### src/hdl/button_tap_hold_detector_defines.svh
// Assertion macros for the button tap/hold detector.
// Expects clk and rst to be in scope where a macro is used.
`ifndef BUTTON_TAP_HOLD_DETECTOR_DEFINES_SVH
`define BUTTON_TAP_HOLD_DETECTOR_DEFINES_SVH

// checked only outside reset
`define BTHD_ASSERT(lbl, prop, msg) \
  lbl: assert property (@(posedge clk) disable iff (rst) prop) else $error(msg);

// checked on every edge, reset included
`define BTHD_ASSERT_ALWAYS(lbl, prop, msg) \
  lbl: assert property (@(posedge clk) prop) else $error(msg);

`endif

### src/hdl/bthd_pkg.sv
// Shared types and constants for the button tap/hold detector.
// No dependencies.
`timescale 1ns / 1ps

package bthd_pkg;

  localparam int TIME_W  = 32;
  localparam int COUNT_W = 16;

  typedef logic [TIME_W-1:0]  time_t;
  typedef logic [COUNT_W-1:0] count_t;

  // operation codes carried on s_tuser
  localparam logic OP_SAMPLE = 1'b0;
  localparam logic OP_TICK   = 1'b1;

  // configuration register indexes
  localparam int CFG_INDEX_W = 3;
  typedef logic [CFG_INDEX_W-1:0] cfg_index_t;
  localparam cfg_index_t CFG_DETECT_TAP      = 3'd0;
  localparam cfg_index_t CFG_DETECT_HOLD     = 3'd1;
  localparam cfg_index_t CFG_DETECT_ON       = 3'd2;
  localparam cfg_index_t CFG_TAP_INTERVAL    = 3'd3;
  localparam cfg_index_t CFG_TAP_COUNT_LIMIT = 3'd4;
  localparam int CFG_DATA_W = 32;

  // stream packing
  localparam int IN_FIELDS_W  = 1 + TIME_W + 2;
  localparam int S_TDATA_W    = ((IN_FIELDS_W + 7) / 8) * 8;
  localparam int S_PAD_W      = S_TDATA_W - IN_FIELDS_W;
  localparam int OUT_FIELDS_W = 4 + COUNT_W + TIME_W;
  localparam int M_TDATA_W    = ((OUT_FIELDS_W + 7) / 8) * 8;
  localparam int M_PAD_W      = M_TDATA_W - OUT_FIELDS_W;

  typedef struct packed {
    logic  operation;
    logic  pressed;
    time_t event_time;
    logic  clear_tap_count;
    logic  clear_hold_time;
  } item_t;

  typedef struct packed {
    logic   changed;
    logic   tapping;
    logic   holding;
    logic   is_on;
    count_t tap_count;
    time_t  hold_time;
  } result_t;

endpackage

### src/hdl/button_tap_hold_detector.sv
// Button tap/hold detector top level: input register, state update, result register.
// Depends on bthd_pkg and button_tap_hold_detector_defines.svh.
`timescale 1ns / 1ps
// Usage:
//   Items (samples and timer ticks) enter on the s_ stream, one result per
//   item leaves on the m_ stream in the same order. s_tuser selects sample
//   (0) or tick (1).
//   Config is a separate write channel (cfg_valid/cfg_ready, cfg_index,
//   cfg_data); cfg_ready is always high. Indexes above four are dropped.
//   Write config only while no item is in flight.
//   Path: an item passes the input register, then the result register,
//   before its result is offered on m_.
//   Throughput: one item per cycle while m_tready does not stall the result
//   register, set by the combinational state update between the two
//   registers; an item may follow in the next cycle.
//   Stall: while the result register is held by m_tready low, the input
//   register still takes one more item; s_tready then drops until the
//   result is taken.
//   Reset (rst, synchronous): all config and tracking state go to zero,
//   both streams empty.
`include "button_tap_hold_detector_defines.svh"

module button_tap_hold_detector
  import bthd_pkg::*;
(
  input  logic                   clk,
  input  logic                   rst,
  // slave stream
  input  logic                   s_tvalid,
  output logic                   s_tready,
  // s_tdata, LSB up: pressed, event_time[31:0], clear_tap_count,
  // clear_hold_time, zero padding
  input  logic [S_TDATA_W-1:0]   s_tdata,
  input  logic                   s_tuser,   // operation: 0 sample, 1 tick
  // master stream
  output logic                   m_tvalid,
  input  logic                   m_tready,
  // m_tdata, LSB up: changed, tapping, holding, is_on, tap_count[15:0],
  // hold_time[31:0], zero padding
  output logic [M_TDATA_W-1:0]   m_tdata,
  // config write channel
  input  logic                   cfg_valid,
  output logic                   cfg_ready,
  input  logic [CFG_INDEX_W-1:0] cfg_index,
  input  logic [CFG_DATA_W-1:0]  cfg_data
);

  // config registers
  logic   detect_tap, detect_hold, detect_on;
  time_t  tap_interval;
  count_t tap_count_limit;

  // tracking state
  logic   tap_active, limit_hit, hold_active, on_state;
  count_t taps_seen;
  time_t  last_sample_time, hold_start_time, last_hold_length;

  logic   tap_active_next, limit_hit_next, hold_active_next, on_state_next;
  count_t taps_seen_next;
  time_t  last_sample_time_next, hold_start_time_next, last_hold_length_next;

  // pipeline registers
  logic    in_valid;
  item_t   in_q;
  result_t out_q;
  result_t res;

  logic advance, proc;

  assign cfg_ready = 1'b1;
  assign advance   = !m_tvalid || m_tready;
  assign proc      = in_valid && advance;
  assign s_tready  = !in_valid || advance;

  always_ff @(posedge clk) begin
    if (rst) begin
      detect_tap      <= 1'b0;
      detect_hold     <= 1'b0;
      detect_on       <= 1'b0;
      tap_interval    <= '0;
      tap_count_limit <= '0;
    end else if (cfg_valid && cfg_ready) begin
      case (cfg_index)
        CFG_DETECT_TAP:      detect_tap      <= cfg_data[0];
        CFG_DETECT_HOLD:     detect_hold     <= cfg_data[0];
        CFG_DETECT_ON:       detect_on       <= cfg_data[0];
        CFG_TAP_INTERVAL:    tap_interval    <= cfg_data[TIME_W-1:0];
        CFG_TAP_COUNT_LIMIT: tap_count_limit <= cfg_data[COUNT_W-1:0];
        default: ;
      endcase
    end
  end

  // state update for the item in the input register
  logic  taps_on, first_tap, gap_over;
  time_t ref_time, gap;
  count_t count_clamped;

  always_comb begin
    tap_active_next       = tap_active;
    limit_hit_next        = limit_hit;
    hold_active_next      = hold_active;
    on_state_next         = on_state;
    taps_seen_next        = taps_seen;
    last_sample_time_next = last_sample_time;
    hold_start_time_next  = hold_start_time;
    last_hold_length_next = last_hold_length;
    res                   = '0;

    taps_on   = detect_tap && (tap_interval != '0);
    first_tap = (in_q.operation == OP_SAMPLE) && (taps_seen == '0);
    // a fresh tap run measures its gap from the sample itself
    ref_time  = first_tap ? in_q.event_time : last_sample_time;
    gap       = in_q.event_time - ref_time;
    gap_over  = gap > tap_interval;

    if (in_q.operation == OP_TICK) begin
      if (taps_on && tap_active && gap_over) begin
        tap_active_next = 1'b0;
        res.changed     = 1'b1;
      end
    end else begin
      if (taps_on) begin
        if (first_tap) limit_hit_next = 1'b0;
        if (in_q.pressed) begin
          tap_active_next = 1'b1;
          if (taps_seen != '1) taps_seen_next = taps_seen + 1'b1;
        end
        if (gap_over) tap_active_next = 1'b0;
        if (tap_active_next && (tap_count_limit != '0) &&
            (taps_seen_next > tap_count_limit))
          limit_hit_next = 1'b1;
        last_sample_time_next = in_q.event_time;
        if ((tap_active_next != tap_active) ||
            (limit_hit_next != (limit_hit && !first_tap)))
          res.changed = 1'b1;
      end
      if (detect_hold) begin
        if (in_q.pressed) begin
          hold_active_next     = 1'b1;
          hold_start_time_next = in_q.event_time;
        end else begin
          last_hold_length_next = in_q.event_time - hold_start_time;
          hold_active_next      = 1'b0;
        end
        if (hold_active_next != hold_active) res.changed = 1'b1;
      end
      if (detect_on) begin
        if (on_state != in_q.pressed) res.changed = 1'b1;
        on_state_next = in_q.pressed;
      end
    end

    count_clamped = taps_seen_next;
    if ((tap_count_limit != '0) && (taps_seen_next > tap_count_limit))
      count_clamped = tap_count_limit;

    res.tapping   = tap_active_next && !limit_hit_next;
    res.holding   = hold_active_next;
    res.is_on     = on_state_next;
    res.tap_count = count_clamped;

    // clears act after the values are reported
    if (in_q.clear_tap_count) taps_seen_next = '0;
    if (hold_active_next) begin
      res.hold_time = in_q.event_time - hold_start_time_next;
      if (in_q.clear_hold_time) hold_start_time_next = in_q.event_time;
    end else begin
      res.hold_time = last_hold_length_next;
      if (in_q.clear_hold_time) last_hold_length_next = '0;
    end
  end

  always_ff @(posedge clk) begin
    if (rst) begin
      tap_active       <= 1'b0;
      limit_hit        <= 1'b0;
      hold_active      <= 1'b0;
      on_state         <= 1'b0;
      taps_seen        <= '0;
      last_sample_time <= '0;
      hold_start_time  <= '0;
      last_hold_length <= '0;
    end else if (proc) begin
      tap_active       <= tap_active_next;
      limit_hit        <= limit_hit_next;
      hold_active      <= hold_active_next;
      on_state         <= on_state_next;
      taps_seen        <= taps_seen_next;
      last_sample_time <= last_sample_time_next;
      hold_start_time  <= hold_start_time_next;
      last_hold_length <= last_hold_length_next;
    end
  end

  // input register
  always_ff @(posedge clk) begin
    if (rst) begin
      in_valid <= 1'b0;
    end else if (s_tready) begin
      in_valid <= s_tvalid;
    end
    if (s_tvalid && s_tready) begin
      in_q.operation       <= s_tuser;
      in_q.pressed         <= s_tdata[0];
      in_q.event_time      <= s_tdata[TIME_W:1];
      in_q.clear_tap_count <= s_tdata[TIME_W+1];
      in_q.clear_hold_time <= s_tdata[TIME_W+2];
    end
  end

  // result register
  always_ff @(posedge clk) begin
    if (rst) begin
      m_tvalid <= 1'b0;
    end else if (advance) begin
      m_tvalid <= in_valid;
    end
    if (proc) out_q <= res;
  end

  assign m_tdata = {{M_PAD_W{1'b0}}, out_q.hold_time, out_q.tap_count, out_q.is_on,
                    out_q.holding, out_q.tapping, out_q.changed};

  `BTHD_ASSERT_ALWAYS(a_reset_empties, rst |=> !in_valid && !m_tvalid, "streams not empty after reset")
  `BTHD_ASSERT(a_stall_only_when_full, !s_tready |-> in_valid && m_tvalid && !m_tready, "s_tready low without a full pipeline")
  `BTHD_ASSERT(a_tapping_matches_state, proc |=> out_q.tapping == (tap_active && !limit_hit), "tapping output disagrees with tap state")
  `BTHD_ASSERT(a_press_starts_hold, proc && (in_q.operation == OP_SAMPLE) && in_q.pressed && detect_hold |=> out_q.holding && hold_active, "press did not start a hold")

endmodule
### config.mk
export PLATFORM = sky130hd
export DESIGN_NAME = button_tap_hold_detector
export DESIGN_NICKNAME = d
export VERILOG_FILES = /design/src/hdl/bthd_pkg.sv /design/src/hdl/button_tap_hold_detector.sv
export VERILOG_INCLUDE_DIRS = /design/src /design/src/hdl
export SDC_FILE = /design/constraint.sdc
export NUM_CORES = 1
export LEC_CHECK = 0
export BUFFER_PORTS_ARGS = -buffer_cell sky130_fd_sc_hd__buf_2
export CAP_MARGIN = 20
export CELL_PAD_IN_SITES_DETAIL_PLACEMENT = 0
export CELL_PAD_IN_SITES_GLOBAL_PLACEMENT = 2
export CORE_MARGIN = 3
export CORE_UTILIZATION = 37
export CTS_BUF_LIST = sky130_fd_sc_hd__clkbuf_16
export CTS_CLUSTER_DIAMETER = 120
export DETAILED_ROUTE_END_ITERATION = 10
export GPL_ROUTABILITY_DRIVEN = 0
export PLACE_DENSITY = 0.88
export SLEW_MARGIN = 20
export SYNTH_ARGS = -nofsm -noshare
export SYNTH_HDL_FRONTEND = slang
export SYNTH_SLANG_ARGS = --single-unit
### constraint.sdc
create_clock -name clk -period 7.4 [get_ports clk]
set_input_delay 0.37 -clock clk [delete_from_list [all_inputs] [get_ports clk]]
set_output_delay 0.37 -clock clk [all_outputs]
set_load 0.1 [all_outputs]
* Word level (Yosys, flattened, before mapping)
Cells that the tools add are included.
Widths: inputs -> output; s select.
** Storage, ports and cells
- Output and inout port bits :: 59
- Bits in registers :: 257
- Input bits :: 81
- Logic and storage cells :: 119
** Operators by class
- Reductions and logical operators :: 28
- Bitwise gates (word level) :: 1
- $add $sub $neg :: 4
- Eq/ne operators :: 9
- $lt $le $gt $ge :: 3
- Multiplexer cells :: 48
** Operators by type and width (count)
- $mux 32 :: 12
- $mux 16 :: 8
- $sub 32x32->32 :: 3
- $gt 16x16->1 :: 2
- $gt 32x32->1 :: 1
- $reduce_bool 32->1 :: 1
- $mux 1 :: 28
- $add 16x1->16 const B :: 1
- $logic_not 16->1 :: 1
- $ne 16x16->1 const B :: 1
- $reduce_bool 16->1 :: 1
- $logic_and 1x1->1 :: 11
- $reduce_and 2->1 :: 5
- $eq 3x2->1 const B :: 2
- $logic_not 1->1 :: 4
- $ne 1x1->1 :: 4
- $eq 3x1->1 const B :: 1
- $eq 3x3->1 const B :: 1
- $logic_not 3->1 :: 1
- $logic_or 1x1->1 :: 3
- $reduce_and 3->1 :: 1
- $not 1->1 :: 1

* Logic depth before layout (Yosys ltp)
Gate-level depths: netlist of run 1.
- Depth in word-level cells :: 22
- Mapped depth :: 30
- Depth with buffers taken out :: 28

* Worst setup path after synthesis of run 1
OpenSTA, ideal clock, no wires.
- Kind :: register to register
- Start point :: register taps_seen[0]
- End point :: register out_q, in the netlist m_tdata[0], data pin
- Period minus slack after synthesis :: 5.560 ns
- Library setup time :: 0.261 ns
- Data required time :: 7.139 ns
- Path slack :: 1.840 ns
- Path buffers :: 2
- Arrival :: 5.299 ns
- Cell stages (with the launch flop) :: 27
- Cells stage by stage :: dfxtp_1 > inv_1 > ha_1 > nor4b_1 > nand4_1 > clkbuf_1 > clkbuf_1 > mux2i_1 > ha_1 > a21oi_1 > o21ai_0 > a21oi_1 > nand2_1 > a2bb2oi_1 > o21ai_0 > o31ai_1 > o21ai_0 > xor2_1 > ha_1 > a21o_1 > a21o_1 > a21oi_1 > o21ai_0 > a21oi_1 > a41oi_1 > nor2b_1 > a221o_1
** RTL lines
- start: declaration :: RTL line button_tap_hold_detector.sv:55 : count_t taps_seen;
- start signal: assignment :: RTL line button_tap_hold_detector.sv:189 : taps_seen <= taps_seen_next;
- end signal: assignment :: RTL line button_tap_hold_detector.sv:219 : if (proc) out_q <= res;
- end: declaration :: RTL line button_tap_hold_detector.sv:65 : result_t out_q;

==> metrics.md, run 1 <==
| Metric | Value |
|---|---|
| Outcome | `completed` |
| Most used flip-flop cell after synthesis | `dfxtp_1` |
| H-tree levels | `1` |
| Routing usage on met1 | `25.0%` |
| Number of routed nets with antenna violations | `0` |
| Clock buffers created by TritonCTS | `30` |
| Number of I/O pins | `140` |
| Placeable core area | `0.0446 mm²` |
| Clock insertion delay at the later pin of the skew report | `0.58 ns` |
| Gate power share | `20.8%` |
| Post-CTS setup-driven buffer insertion count | `0` |
| Final count of hold timing violations | `0` |
| Post-Route Utilization | `43.3%` |
| Average via count per standard cell | `5.32` |
| Area of the multi-input gates | `0.0101 mm²` |
| Vert. Die Dim | `219 µm` |
| Fin crit period | `6.60 ns` |
| Unique masters post-synth | `72` |
| Final period utilization | `89.1%` |
| Initial Utilization | `37.8%` |
| Routed wire length | `46900 µm` |
| Synthesis Warnings | `0` |
| Number of detailed-route iterations in the first pass | `5` |
| Static Leakage | `7.71 nW` |
| Internal power | `2.60 mW` |
| Worst endpoint data arrival time | `6.92 ns` |
| Gate count after technology mapping | `2012` |
| DPL Wire Length | `35100 µm` |
| Register area | `0.00603 mm²` |
| Clock transition time at the flip-flop clock pins of the worst setup and hold paths | `0.06 ns` |
| Crit path capture type | `flop` |
| Switch share | `31.0%` |
| Worst Hold Class | `primary input to flop` |
| Relative contribution of the clock network to total power | `38.3%` |
| Number of filler instances in the final layout | `4466` |
| Initial antenna violation count | `0` |
| Vias in the first global route | `14.1k` |
| Aggregate negative setup slack | `0 ns` |
| Die W | `219 µm` |
| Pin count of the biggest net entering global routing | `88` |
| Area Growth Syn to Fin | `14.6%` |
| Achievable frequency | `152 MHz` |
| Highest ir drop seen on vdd | `200 µV` |
| Crit Path Class | `flop to flop` |
| Root cell of the clock tree | `clkbuf_16` |
| Pin slew with the least headroom to its limit | `1.10 ns` |
| Unrepaired setup endpoints after global routing | `false` |
| Layout cells sized above 1 | `10.8%` |
| Sum of overflow across all layers after global routing | `0` |
| Final Max Slew Viols | `0` |
| MaxCap Viol Count | `0` |
| Number of synthesized flops with an enable pin | `88` |
| Largest incremental delay on the critical path | `0.46 ns` |
| Register bit count reported by yosys | `257` |
| Per-cell routed wire length | `17.0 µm` |
| Slowest library cell on the worst path | `a41oi_1` |
| Total standard cell area after synthesis | `0.0169 mm²` |
| Die footprint | `0.0482 mm²` |
| Diode insertion count for antenna repair | `0` |
| Sequential share of power | `40.9%` |
| Req. time, crit path | `7.72 ns` |
| Rows | `77` |
| Tot GR Track Use | `19.3%` |
| PD cells | `195 mW/mm²` |
| Number of input and output port buffers inserted | `129` |
| Global-route wire length before repair | `75000 µm` |
| M2 GR Usage | `34.1%` |
| Fraction of post-synthesis cell area in the top cell type by area | `20.1%` |
| Met3 global-route usage | `2.17%` |
| Slew HR | `26.1%` |
| Setup Skew | `0.0156 ns` |
| Mean instance size in the synthesized netlist | `8.38 µm²` |
| Peak-usage layer in the global routing report | `met2` |
| Total number of clock tree sinks | `257` |
| Startpoint Class | `flop` |
| Worst Reg-to-Reg Cells | `27` |
| Final Net Count | `2377` |
| Total number of vias | `14.6k` |
| Synth top area cells | `dfxtp_1, edfxtp_1, ha_1` |
| Final setup vio count | `0` |
| Switching power | `1.17 mW` |
| DR iter-0 viols | `946` |
| Synth async-reset ratio | `0%` |
| Worst Path Max Fanout | `30` |
| Hold depth | `3` |
| Dominant cell type by area after synthesis | `dfxtp_1` |
| Residual DRC | `0` |
| Clock tree from TritonCTS | `yes` |
| Part of the Yosys area used for sequential elements | `35.7%` |
| Number of buffers between clock root and the deepest sink | `3` |
-- cells in the mapped netlist, drive strengths merged, types with 11 or more instances --
library cell,count
a211oi,14
a21o,64
a21oi,239
a22oi,38
a31oi,16
and3,17
buf,11
clkbuf,79
dfxtp,169
edfxtp,88
ha,159
inv,104
mux2,18
mux2i,61
nand2,350
nand2b,12
nand3,21
nand4,30
nor2,148
nor2b,17
nor3,21
nor4,17
o21a,28
o21ai,88
xnor2,61
xor2,50
-- cell type report --
type | instances | area share (%)
multi-input cells | 1563 | 52.3
flip-flops and latches | 257 | 31.2
clock inverters | 23 | 0.816
repair buffers | 177 | 5.69
well taps | 592 | 3.83
inverters | 105 | 2.04
clock buffers | 32 | 4.14
-- per-layer routing --
metal,share of wire [%],vias to the layer above
met1,46,6914
met3,3.4,71
met2,48,273
met4,2.6,0
met5,0,-
li1,-,7376
-- power by group through the flow --
stage	combinational, mW	sequential (mW)	clock (mW)
finish	0.784	1.54	1.44
global route	0.872	1.55	1.55
CTS	0.789	1.54	1.49
detailed placement	0.771	1.57	0
global placement	0.759	1.57	0
floorplan	0.489	1.66	0
-- kinds of logic after synthesis --
family | count (synthesis) | synth area share [%]
other | 2 | 0.0446
adder cells (fa/ha/maj) | 162 | 12.2
AND/OR/NAND/NOR | 660 | 17.0
multiplexers | 79 | 4.82
flip-flops | 257 | 35.7
buffers and inverters | 195 | 4.52
XOR/XNOR | 111 | 5.77
AO/OA/AOI/OAI | 546 | 20.0
-- critical path, delay by kind of cell (launching register included) --
family / cells / cell delay [ns]
AND/OR/NAND/NOR: 8 / 1.68
buffers and inverters: 3 / 0.62
flip-flops: 1 / 0.36
AO/OA/AOI/OAI: 12 / 2.86
XOR/XNOR: 1 / 0.09
adder cells (fa/ha/maj): 3 / 0.72
-- registers in the layout (all words and copies together) (netlist names), 16 cells and up --
name,flops
hold_start_time,32
in_q,36
last_hold_length,32
last_sample_time,32
m_tdata,52
tap_count_limit,16
tap_interval,32
taps_seen,16
-- placed cells by master, fill, tap and decap left out, drive strengths merged, types with 17 or more instances in the layout --
| master | Yosys | routed |
|---|---|---|
| a21oi | 239 | 239 |
| o21a | 28 | 28 |
| a22oi | 38 | 38 |
| edfxtp | 88 | 88 |
| dlygate4sd3 | 0 | 36 |
| nand2 | 350 | 350 |
| mux2 | 18 | 18 |
| inv | 104 | 109 |
| dfxtp | 169 | 169 |
| nand3 | 21 | 21 |
| and3 | 17 | 17 |
| nand4 | 30 | 30 |
| xor2 | 50 | 50 |
| nor2b | 17 | 17 |
| nor2 | 148 | 148 |
| o21ai | 88 | 88 |
| buf | 11 | 141 |
| xnor2 | 61 | 61 |
| a21o | 64 | 64 |
| nor3 | 21 | 21 |
| mux2i | 61 | 61 |
| clkbuf | 79 | 32 |
| ha | 159 | 159 |
| nor4 | 17 | 17 |
-- through the flow --
| step | worst slack, ns | area, µm² | total power [mW] | hold WS, ns | cells |
|---|---|---|---|---|---|
| 6_report | 0.804 | 19300 | 3.77 | 0.0269 | 2749 |
| 5_1_grt | 0.167 | 19300 | 3.96 | 0.0165 | 2749 |
| 4_1_cts | 0.729 | 19300 | 3.82 | 0.000975 | 2749 |
| 2_1_floorplan | 1.84 | 16900 | 2.15 | 0.433 | 2015 |
| 3_3_place_gp | 0.864 | 18000 | 2.33 | 0.441 | 2658 |
| 3_5_place_dp | 0.783 | 18000 | 2.34 | 0.449 | 2658 |
-- final timing paths --
kind | startpoint | end | slack (ns)
worst min register to register | last_sample_time[18] | last_sample_time[18] | 0.46
worst max register to register | taps_seen[0] | m_tdata[1] | 0.80
worst min-delay path | cfg_data[23] | tap_interval[23] | 0.03
worst max-delay path | taps_seen[0] | m_tdata[1] | 0.80
-- timing repair --
action                    CTS  global route
hold endpoints to repair   36             0
hold buffers               36             0
resized for setup           0             0
(Power assumes the default switching activity.)
==> run 2: changes to the inputs <==
--- a/config.mk
+++ b/config.mk
@@ -6,7 +6,7 @@
 export SDC_FILE = /design/constraint.sdc
 export NUM_CORES = 1
 export LEC_CHECK = 0
-export BUFFER_PORTS_ARGS = -buffer_cell sky130_fd_sc_hd__buf_2
+export BUFFER_PORTS_ARGS = -buffer_cell sky130_fd_sc_hd__buf_4
 export CAP_MARGIN = 20
 export CELL_PAD_IN_SITES_DETAIL_PLACEMENT = 0
 export CELL_PAD_IN_SITES_GLOBAL_PLACEMENT = 2
@@ -16,7 +16,7 @@
 export CTS_CLUSTER_DIAMETER = 120
 export DETAILED_ROUTE_END_ITERATION = 10
 export GPL_ROUTABILITY_DRIVEN = 0
-export PLACE_DENSITY = 0.88
+export PLACE_DENSITY = 0.86
 export SLEW_MARGIN = 20
 export SYNTH_ARGS = -nofsm -noshare
 export SYNTH_HDL_FRONTEND = slang
==> metrics.md, run 2 (synthesized netlist as in run 1, its figures left out) <==
| Metric | Value |
|---|---|
| Clock transition time at the flip-flop clock pins of the worst setup and hold paths | `0.06 ns` |
| Unrepaired setup endpoints after global routing | `false` |
| Area Growth Syn to Fin | `16.6%` |
| Setup Skew | `0.0353 ns` |
| Most frequent standard cell in the layout excluding fill and tap cells | `nand2_1` |
| Area of the multi-input gates | `0.0101 mm²` |
| Die footprint | `0.0482 mm²` |
| Layout cells sized above 1 | `10.9%` |
| Vias in the first global route | `14.1k` |
| Root cell of the clock tree | `clkbuf_16` |
| Rows | `77` |
| Number of I/O pins | `140` |
| Number of detailed-route iterations in the first pass | `5` |
| Global-route wire length before repair | `75300 µm` |
| Worst endpoint data arrival time | `6.61 ns` |
| Number of routed nets with antenna violations | `0` |
| Req. time, crit path | `7.71 ns` |
| DR iter-0 viols | `954` |
| H-tree levels | `1` |
| Final Max Slew Viols | `0` |
| Number of input and output port buffers inserted | `129` |
| Worst Path Max Fanout | `13` |
| Achievable frequency | `159 MHz` |
| Worst path setup slack after routing | `1.10 ns` |
| Placed instance area | `0.0183 mm²` |
| Aggregate negative setup slack | `0 ns` |
| Commonest non-fill, non-tap cells in the layout | `nand2_1, a21oi_1, dfxtp_1` |
| Initial Utilization | `37.8%` |
| Total number of vias | `14.5k` |
| Clock buffers created by TritonCTS | `31` |
| Number of filler instances in the final layout | `4478` |
| Pin slew with the least headroom to its limit | `1.05 ns` |
| Final design area excluding fillers | `0.0197 mm²` |
| DPL Wire Length | `35600 µm` |
| Crit Path Class | `flop to flop` |
| Routed wire length | `47500 µm` |
| Final Net Count | `2387` |
| Fin crit period | `6.30 ns` |
| Number of buffers between clock root and the deepest sink | `3` |
| Clock insertion delay at the later pin of the skew report | `0.59 ns` |
| Worst Hold Class | `primary input to flop` |
| Startpoint Class | `flop` |
| Final count of hold timing violations | `0` |
| Worst slack, placed | `0.749 ns` |
| PD cells | `189 mW/mm²` |
| Highest ir drop seen on vdd | `202 µV` |
| Final period utilization | `85.2%` |
| Per-cell routed wire length | `17.2 µm` |
| Die W | `219 µm` |
| Pin count of the biggest net entering global routing | `89` |
| Sum of overflow across all layers after global routing | `0` |
| Diode insertion count for antenna repair | `0` |
| Static Leakage | `7.87 nW` |
| Vert. Die Dim | `219 µm` |
| Final setup vio count | `0` |
| Clock tree from TritonCTS | `yes` |
| Largest register FFs | `52` |
| Tot GR Track Use | `19.4%` |
| Residual DRC | `0` |
| Initial antenna violation count | `0` |
| Crit path capture type | `flop` |
| Register area | `0.00603 mm²` |
| Pwr Total | `3.73 mW` |
| Slew HR | `29.8%` |
| Total number of clock tree sinks | `257` |
| Placeable core area | `0.0446 mm²` |
| Average via count per standard cell | `5.25` |
| MaxCap Viol Count | `0` |
| Outcome | `completed` |
## run 2: metal layers
layer,wire length (µm),vias to the layer above,track usage [%]
met5,0,-,0
met4,1030,0,4.30
met3,1680,68,2.94
met2,23300,223,34.3
met1,21500,6812,25.0
li1,-,7389,-
## run 2: power by group
part | internal, mW | switching, mW
Clock | 0.758 | 0.616
Sequential | 1.50 | 0.0419
Combinational | 0.308 | 0.501
Total | 2.57 | 1.16
## run 2: per-stage QoR
stage               hold WS, ns  util, %  instances
finish                   0.0315     44.1       2760
global route             0.0188     44.1       2760
floorplan                 0.433        -       2015
global placement          0.442     41.1       2660
detailed placement        0.450     41.1       2660
CTS                    0.000950     44.0       2754
## run 2: cell type report
class | instances | share of cell area, %
sequential | 257 | 30.6
inverter | 105 | 2.00
multi-input combinational | 1563 | 51.4
timing repair buffer | 186 | 7.57
clock buffer | 31 | 3.95
clock inverter | 26 | 0.662
tap | 592 | 3.77
## run 2: what timing repair did
action,in CTS,in global routing
resized for setup,0,0
hold endpoints to repair,37,0
hold buffers,37,0
buffers inserted,0,6
setup endpoints to repair,0,2
## run 2: critical path, cell delays in order, from the launching register on
cell,delay [ns]
dfxtp_1,0.37
inv_1,0.13
ha_1,0.17
nor4b_1,0.29
nand4_1,0.12
buf_4,0.19
buf_4,0.21
mux2i_1,0.14
ha_1,0.36
a21o_1,0.18
a21oi_1,0.19
o21ai_0,0.12
a21oi_1,0.24
a2bb2oi_1,0.32
o21ai_0,0.21
o31ai_1,0.42
o21ai_0,0.23
a21o_1,0.22
a21oi_1,0.17
xnor2_1,0.08
ha_1,0.29
nand4_1,0.13
o21ai_0,0.27
a21oi_1,0.08
a41oi_1,0.52
nor2b_1,0.31
nor3_1,0.09
## run 2: worst paths after layout
check,cells after the start,endpoint,startpoint,slack (ns)
worst max-delay path,26,m_tdata[1],taps_seen[0],1.10
worst min-delay path,3,tap_interval[21],cfg_data[21],0.03
worst max register to register,26,m_tdata[1],taps_seen[0],1.10
worst min register to register,2,last_sample_time[17],last_sample_time[17],0.45
